[src/crcwd_pkg.sv]
// ----------------------------------------------------------------------------
// crcwd_pkg
// Types, constants and the CRC-8 byte update shared by the word deframer.
// ----------------------------------------------------------------------------
package crcwd_pkg;

  // crc-8, polynomial 0x31, init 0xff, no reflection, no final xor
  localparam logic [7:0]  CRC_INIT      = 8'hFF;
  localparam logic [7:0]  CRC_POLY      = 8'h31;
  localparam logic [7:0]  CRC_MSB       = 8'h80;

  // not-available sentinels for unsigned and signed words
  localparam logic [15:0] SENT_UNSIGNED = 16'hFFFF;
  localparam logic [15:0] SENT_SIGNED   = 16'h7FFF;

  // position of a byte within its three-byte group
  typedef enum logic [1:0] {
    PH_HIGH = 2'd0,
    PH_LOW  = 2'd1,
    PH_CRC  = 2'd2
  } phase_t;

  // one received byte
  typedef struct packed {
    logic [7:0] rx_byte;
    logic       frame_start;
  } in_item_t;

  // one decoded word
  typedef struct packed {
    logic [2:0]  word_index;
    logic [15:0] word_value;
    logic        crc_ok;
    logic        not_available;
    logic        frame_last;
    logic        frame_ok;
  } out_item_t;

  // byte-wide crc update, eight shift steps unrolled
  function automatic logic [7:0] crc8_update(input logic [7:0] crc, input logic [7:0] b);
    logic [7:0] c;
    c = crc ^ b;
    for (int i = 0; i < 8; i++) begin
      if ((c & CRC_MSB) != 8'h00) begin
        c = {c[6:0], 1'b0} ^ CRC_POLY;
      end else begin
        c = {c[6:0], 1'b0};
      end
    end
    return c;
  endfunction

endpackage

[src/crc_word_response_deframer_unit.sv]
// ----------------------------------------------------------------------------
// crc_word_response_deframer_unit
// Splits a byte stream into CRC-8 protected 16-bit words and checks each one.
// ----------------------------------------------------------------------------
// Takes one response byte per item and groups bytes in threes: high data
// byte, low data byte, CRC-8 (poly 0x31, init 0xff). On the CRC byte of a group one
// item leaves with the word, its index, the CRC check, the not-available
// flag (0xffff below FIRST_SIGNED_WORD, 0x7fff from there on) and, on the
// last word of a frame, whether every CRC in the frame passed. frame_start
// restarts the group and word counters. The byte-wide CRC update and the
// compare sit between the group state registers and a single result
// register, so a byte is taken in every cycle unless a result is held by
// out_stall. Results appear in the cycle after their byte is taken.
// ----------------------------------------------------------------------------
module crc_word_response_deframer_unit #(
  parameter int WORDS_PER_FRAME   = 8,
  parameter int FIRST_SIGNED_WORD = 4
) (
  input  logic                 clk,
  input  logic                 rst_n,
  input  logic                 in_valid,
  output logic                 in_stall,
  input  crcwd_pkg::in_item_t  in_data,
  output logic                 out_valid,
  input  logic                 out_stall,
  output crcwd_pkg::out_item_t out_data
);
  import crcwd_pkg::*;

  localparam int CNT_W = (WORDS_PER_FRAME > 1) ? $clog2(WORDS_PER_FRAME) : 1;
  localparam int EXT_W = 6;
  localparam logic [CNT_W-1:0] LAST_CNT  = CNT_W'(WORDS_PER_FRAME - 1);
  localparam logic [EXT_W-1:0] FIRST_SGN = EXT_W'(FIRST_SIGNED_WORD);

  // group state
  phase_t           phase_r,  phase_nxt;
  logic [CNT_W-1:0] count_r,  count_nxt;
  logic [7:0]       high_r,   high_nxt;
  logic [7:0]       low_r,    low_nxt;
  logic [7:0]       crc_r,    crc_nxt;
  logic             err_r,    err_nxt;

  // result register
  logic             out_valid_r, out_valid_nxt;
  out_item_t        out_data_r,  out_data_nxt;

  // working signals
  logic             accept;
  logic             emit;
  phase_t           phase_eff;
  logic [CNT_W-1:0] count_eff;
  logic             err_eff;
  logic [EXT_W-1:0] count_ext;
  logic [15:0]      word;
  logic             ok;
  logic             last;

  // output register frees up when it is empty or being taken
  assign in_stall = out_valid_r & out_stall;
  assign accept   = in_valid & ~in_stall;

  // frame start drops any partial group and the frame error flag
  always_comb begin
    phase_eff = in_data.frame_start ? PH_HIGH : phase_r;
    count_eff = in_data.frame_start ? '0 : count_r;
    err_eff   = in_data.frame_start ? 1'b0 : err_r;
  end

  // next byte phase
  always_comb begin
    phase_nxt = phase_r;
    if (accept) begin
      unique case (phase_eff)
        PH_LOW:  phase_nxt = PH_CRC;
        PH_CRC:  phase_nxt = PH_HIGH;
        default: phase_nxt = PH_LOW;
      endcase
    end
  end

  // word assembly and checks
  always_comb begin
    count_ext = EXT_W'(count_eff);
    word      = {high_r, low_r};
    ok        = (crc_r == in_data.rx_byte);
    last      = (count_eff == LAST_CNT);
    emit      = accept && (phase_eff == PH_CRC);

    high_nxt  = high_r;
    low_nxt   = low_r;
    crc_nxt   = crc_r;
    count_nxt = count_r;
    err_nxt   = err_r;

    if (accept) begin
      count_nxt = count_eff;
      err_nxt   = err_eff;
      unique case (phase_eff)
        PH_LOW: begin
          low_nxt = in_data.rx_byte;
          crc_nxt = crc8_update(crc_r, in_data.rx_byte);
        end
        PH_CRC: begin
          crc_nxt = CRC_INIT;
          if (last) begin
            count_nxt = '0;
            err_nxt   = 1'b0;
          end else begin
            count_nxt = count_eff + CNT_W'(1);
            err_nxt   = err_eff | ~ok;
          end
        end
        default: begin
          high_nxt = in_data.rx_byte;
          crc_nxt  = crc8_update(CRC_INIT, in_data.rx_byte);
        end
      endcase
    end

    out_data_nxt               = out_data_r;
    out_data_nxt.word_index    = count_ext[2:0];
    out_data_nxt.word_value    = word;
    out_data_nxt.crc_ok        = ok;
    out_data_nxt.not_available = (count_ext < FIRST_SGN) ? (word == SENT_UNSIGNED)
                                                         : (word == SENT_SIGNED);
    out_data_nxt.frame_last    = last;
    out_data_nxt.frame_ok      = last & ~err_eff & ok;
    if (!emit) begin
      out_data_nxt = out_data_r;
    end

    out_valid_nxt = emit | (out_valid_r & out_stall);
  end

  // control registers
  always_ff @(posedge clk) begin
    if (!rst_n) begin
      phase_r     <= PH_HIGH;
      count_r     <= '0;
      err_r       <= 1'b0;
      crc_r       <= CRC_INIT;
      out_valid_r <= 1'b0;
    end else begin
      phase_r     <= phase_nxt;
      count_r     <= count_nxt;
      err_r       <= err_nxt;
      crc_r       <= crc_nxt;
      out_valid_r <= out_valid_nxt;
    end
  end

  // payload registers
  always_ff @(posedge clk) begin
    high_r     <= high_nxt;
    low_r      <= low_nxt;
    out_data_r <= out_data_nxt;
  end

  assign out_valid = out_valid_r;
  assign out_data  = out_data_r;

endmodule

[config.mk]
export PLATFORM = sky130hd
export DESIGN_NAME = crc_word_response_deframer_unit
export DESIGN_NICKNAME = d
export VERILOG_FILES = /design/src/crcwd_pkg.sv /design/src/crc_word_response_deframer_unit.sv
export SDC_FILE = /design/constraint.sdc
export NUM_CORES = 1
export LEC_CHECK = 0
export BUFFER_PORTS_ARGS = -buffer_cell sky130_fd_sc_hd__buf_2
export CORE_ASPECT_RATIO = 1.75
export CORE_UTILIZATION = 35
export CTS_CLUSTER_SIZE = 10
export DETAILED_ROUTE_END_ITERATION = 16
export RECOVER_POWER = 50
export SETUP_SLACK_MARGIN = 0.15
export SLEW_MARGIN = 10
export SYNTH_ARGS = -nofsm -noshare
export SYNTH_HDL_FRONTEND = slang
export SYNTH_SLANG_ARGS = --single-unit
[constraint.sdc]
create_clock -name clk -period 2.1 [get_ports clk]
set_input_delay 0.315 -clock clk [delete_from_list [all_inputs] [get_ports clk]]
set_output_delay 0.315 -clock clk [all_outputs]
set_load 0.01 [all_outputs]
# Word level (Yosys, flattened, before mapping)
# Cells that the tools add are included.
# word_totals
regBits	54
in_bits	13
out_inout_bits	25
word_cells	107
# classes
addsub	1
order_cmp	1
eq_ne	6
mux	54
bitwise_logic	28
n_reduce_logical	4
# op_table
op	n
8-bit two-way mux	28
6-bit two-way mux	16
3-bit inverter	16
16-bit by 15-bit == test with 1-bit output (second input constant)	1
16-bit == test (second input constant)	1
8-bit one-hot mux with 2 select lines	1
3-bit two-way mux	3
8-bit == test	1
8-bit inverter	1
8-bit bitwise XOR	1
1-bit bitwise AND	4
1-bit two-way mux	4
1-bit inverter	4
2-bit one-hot mux with 2 select lines	1
2-bit AND reduction	2
3-bit by 1-bit adder with 3-bit output (second input constant)	1
3-bit == test (second input constant)	1
3-bit < comparator (second input constant)	1
2-bit by 1-bit == test with 1-bit output (second input constant)	1
2-bit == test (second input constant)	1
2-bit two-way mux	1
1-bit bitwise OR	2
2-bit OR reduction	1
1-bit logical AND	1

# Logic depth before layout (Yosys ltp)
# depth
depth_word	32
ltp_mapped	8
mapped_depth_nobuf	7

# Worst setup path after synthesis
# OpenSTA, ideal clock, no wires.
# synth_path
path_kind	input -> register
startpoint	in in_data[0] (netlist bit)
endpoint	reg crc_r[1]
setup_time_ps	122
t_arrival_ps	1806
required_ps	1978
slack_ps	172
cell_stages	7
n_path_buf	2
path_cell_list	nand2b_1 ha_1 clkbuf_1 or2_2 buf_1 a21o_1 a221o_1
# synth_between
elab_chain_cells	3
elab_cells_between_ends	4
classes_between	2 x eq/ne; 2 x mux
# synth_lines
item	line_no	source
from (decl)	crc_word_response_deframer_unit.sv:23	input crcwd_pkg::in_item_t in_data,
2-bit two-way mux (*)	crc_word_response_deframer_unit.sv:64	phase_eff = in_data.frame_start ? PH_HIGH : phase_r;
2-bit == test / 2-bit by 1-bit == test with 1-bit output (equally long branches)	crc_word_response_deframer_unit.sv:98	unique case (phase_eff)
8-bit one-hot mux with 2 select lines (*)	crc_word_response_deframer_unit.sv:98	
to (signal assigned)	crc_word_response_deframer_unit.sv:147	crc_r <= crc_nxt;
to (decl)	crc_word_response_deframer_unit.sv:40	logic [7:0] crc_r, crc_nxt;
# Every way passes the cells marked *; elsewhere a longest branch is shown, timed or not.
# A chain may end at the register's enable or synchronous reset.

# Worst setup path after layout
# layout_path
startpoint	reg crc_r[3]
endpoint	reg crc_r[5]
# layout_between
elab_chain_cells	22
# layout_lines
item	line_no	source
8-bit bitwise XOR (*)	crcwd_pkg.sv:42	c = crc ^ b;
3-bit inverter (no line)	-	
6-bit two-way mux (*)	crcwd_pkg.sv:44	if ((c & CRC_MSB) != 8'h00) begin
8-bit two-way mux (*)	crc_word_response_deframer_unit.sv:98	
8-bit two-way mux (*)	crc_word_response_deframer_unit.sv:95	if (accept) begin
3-bit inverter (no line)	-	
6-bit two-way mux (*)	crcwd_pkg.sv:44	
8-bit two-way mux (*)	crc_word_response_deframer_unit.sv:98	
(+6 left out)	-	
8-bit two-way mux (*)	crc_word_response_deframer_unit.sv:98	
8-bit two-way mux (*)	crc_word_response_deframer_unit.sv:95	
8-bit two-way mux (*)	crc_word_response_deframer_unit.sv:98	
8-bit two-way mux (*)	crc_word_response_deframer_unit.sv:95	
8-bit two-way mux (*)	crc_word_response_deframer_unit.sv:98	
8-bit two-way mux (*)	crc_word_response_deframer_unit.sv:95	
6-bit two-way mux (*)	crcwd_pkg.sv:44	
8-bit one-hot mux with 2 select lines (*)	crc_word_response_deframer_unit.sv:98	
# Every way passes the cells marked *; elsewhere a longest branch is shown, timed or not. The select of a mux whose other input is x is not followed.

==> summary.txt <==
Detailed routing
  • Total number of vias: 1491
  • DR vias/cell: 4.78
  • Final WL: 4.68 mm
  • Number of remaining DRC errors: 0
  • Router iterations before antenna repair: 4
  • Final ANT Viol Nets: 0
  • WL per Instance: 15.0 µm
  • 1st-iter DRT viols: 31

Die
  • # IOs: 38
  • Die width: 64.5 µm
  • Num rows: 39
  • Die Ht: 111 µm
  • Die ar.: 7180 µm²
  • Core Box Area: 6540 µm²
  • Initial core utilization: 36.5%

Setup path
  • Worst Setup EP: crc_r[5]
  • Worst-path fanout max: 3
  • Crit path kind: flip-flop to flip-flop
  • Worst Path Buf+Inv: 0
  • Critical Path Max Stage Delay: 0.37 ns
  • Critical Path RT: 2.27 ns
  • Worst Path Arrival: 1.99 ns
  • FF-to-FF setup slack: 0.29 ns
  • Worst reg2reg path endpoint: crc_r[5]
  • Worst path top cell family by delay: XOR/XNOR gates
  • Crit-path slowest cell: xnor2_1
  • Critical path depth: 5
  • Critical path endpoint category: flip-flop
  • Worst setup startpoint: crc_r[3]
  • Reg2Reg Depth: 5
  • Crit-path cells: xnor2_1, xnor2_2, xnor3_1, a2111oi_2, a21oi_1
  • CP Launch Type: flip-flop
  • R2R Path Start: crc_r[3]

Clock tree
  • CTS Hold Bufs: 0
  • CTS tree: yes
  • Clock sinks: 54
  • Clock Latency Late Sink: 0.29 ns
  • Clock slew seen by the registers of the worst setup and hold paths: 0.07 ns
  • Cts repair resizes: 0
  • Num CTS Buffers: 5
  • Clock Path Buffers: 2
  • Root Buffer Master: clkbuf_16
  • Setup bufs post-CTS: 0
  • CTS H-tree depth: 2

Placement
  • DP Area: 2740 µm²
  • Port bufs: 37
  • DP HPWL: 3.60 mm
  • Placer Congestion: 0.846

STA
  • Period utilisation layout: 86.3%
  • Setup TNS: 0 ns
  • Final Skew: 0.00670 ns
  • Worst slew pin tran: 0.595 ns
  • Slew Viols, Final: 0
  • Final Critical Period: 1.81 ns
  • Final Setup Violations: 0
  • RSZ-0062 raised after global routing: false
  • Fmax: 552 MHz
  • Relative slew slack: 60.3%
  • Fin. Hold Viols: 0

Run
  • # Max-Cap Violations: 0

Yosys
  • Sequential-to-total area share from yosys stat: 61.6%
  • Simple-gate portion of the synthesized area: 9.42%
  • Xor/xnor share of the synthesized area: 17.1%
  • Post-Synth Adder-Cell Area: 2.09%
  • Synth unique cells: 36
  • Async SR Flop Fraction: 0%
  • Largest family of logic cells by synthesized area: XOR/XNOR gates
  • Synth Area in Compound Gates: 7.96%
  • Mean Syn Cell Area: 13.3 µm²
  • Post-synth EDFFs: 39
  • Synth Flop Type: edfxtp_1
  • Mapped Nets: 197
  • Ys Warns: 0
  • Synthesized netlist cell count: 180
  • Netlist Area Pre-Place: 2390 µm²
  • Seq cells post-synth: 54
  • Multiplexer area fraction after synthesis: 0.471%

Cells and area
  • Layout area overhead: 19.4%
  • Share of cells above drive strength 1: 12.6%
  • Diode count: 0
  • Commonest non-fill, non-tap cells in the layout: 39 x edfxtp_1, 32 x clkbuf_1, 25 x xnor2_1, 18 x nand2_1, 15 x dfxtp_1
  • Fin area: 2850 µm²
  • Commonest non-fill, non-tap cell in the layout: edfxtp_1
  • Nets: 246
  • Fillers: 658
  • FF+latch area: 1470 µm²
  • Multi-input logic area: 885 µm²

Global route
  • Gr usage total: 14.2%
  • Antenna violations before repair: 0
  • Number of global-route vias before repair: 1477
  • Largest net degree at the start of global routing: 25
  • First-pass GRT wire length: 7.51 mm
  • Grt ovf: 0

Pwr
  • Peak supply drop: 0.429 mV
  • Leak: 0.00104 µW
  • PD cells: 853 nW/µm²

Hold path
  • Hold crit path type: input pin to flip-flop

Outcome
  • Status: finished, final reports clean
report_power, final:
part,switching [µW],internal (µW),total [µW]
Clock,385,449,834
Combinational,204,199,403
Sequential,23.1,1170,1200
Total,612,1820,2430
worst min path at each step:
stage / startpoint / end / slack, ns / cells past startpoint
2_1_floorplan: rst_n / crc_r[0] / 0.39 / 1
3_3_place_gp: high_r[2] / out_data[14] / 0.42 / 0
3_5_place_dp: high_r[1] / out_data[13] / 0.43 / 0
4_1_cts: in_data[4] / high_r[3] / 0.31 / 1
5_1_grt: rst_n / crc_r[5] / 0.38 / 3
6_report: rst_n / crc_r[5] / 0.38 / 3
cell type report:
| cell class | count | area share, % |
|---|---|---|
| clock buffers | 5 | 4.39 |
| clock inverters | 3 | 0.877 |
| inverters | 5 | 0.658 |
| multi-input cells | 117 | 31.0 |
| flip-flops and latches | 54 | 51.6 |
| well taps | 82 | 3.60 |
| repair buffers | 46 | 7.89 |
stage by stage:
stage	utilization, %	hold WS, ns	total power, µW	std cells	worst slack (ns)
2_1_floorplan	-	0.389	1520	180	0.172
3_3_place_gp	41.9	0.424	1630	304	0.190
3_5_place_dp	41.9	0.426	1630	304	0.169
4_1_cts	44.2	0.308	2460	312	0.279
5_1_grt	43.6	0.380	2530	312	0.198
6_report	43.6	0.381	2430	312	0.288
per-layer routing:
layer | wire length [µm] | vias to the layer above | part of all wire, % | GRT usage [%]
li1 | - | 744 | - | -
met4 | 95 | 0 | 2.0 | 6.67
met1 | 1760 | 706 | 38 | 15.0
met2 | 2690 | 34 | 57 | 26.8
met5 | 0 | - | 0 | 0
met3 | 134 | 7 | 2.9 | 1.54
synth_stat cells, types with 2 or more instances:
| master | instances | area share, % |
|---|---|---|
| o21ai_0 | 2 | 0.42 |
| nand2b_1 | 3 | 0.79 |
| edfxtp_1 | 39 | 49 |
| a22oi_1 | 3 | 0.94 |
| ha_1 | 4 | 2.1 |
| nand4_1 | 5 | 1.3 |
| o211ai_1 | 3 | 0.94 |
| xnor3_1 | 2 | 1.9 |
| dfxtp_1 | 15 | 13 |
| inv_1 | 4 | 0.63 |
| xor2_1 | 9 | 3.3 |
| nand2_1 | 18 | 2.8 |
| and3_1 | 3 | 0.79 |
| xnor2_2 | 4 | 2.7 |
| a221o_1 | 2 | 0.84 |
| nor2b_1 | 3 | 0.79 |
| nand3_1 | 2 | 0.42 |
| clkbuf_1 | 3 | 0.47 |
| a21o_1 | 2 | 0.63 |
| nor2_1 | 5 | 0.79 |
| nor4_1 | 2 | 0.52 |
| xnor2_1 | 25 | 9.2 |
| a21oi_1 | 9 | 1.9 |
worst register-to-register path, stage by stage (launching register included):
cell,delay (ns)
dfxtp_1,0.34
xnor2_1,0.37
xnor2_2,0.20
xnor3_1,0.36
a2111oi_2,0.37
a21oi_1,0.06
flip-flops by register name, indices dropped and copies added (netlist names):
name / flops
low_r: 8
count_r: 3
out_data: 23
out_valid: 1
phase_r: 2
err_r: 1
crc_r: 8
high_r: 8
cells by family after synthesis:
| family | count (synthesis) |
|---|---|
| buffers and inverters | 9 |
| xor gates and xnor gates | 40 |
| DFF | 54 |
| AOI/OAI and AO/OA | 27 |
| muxes | 1 |
| adders and majority gates | 4 |
| and+or+nand+nor | 45 |
(Power assumes the default switching activity.)
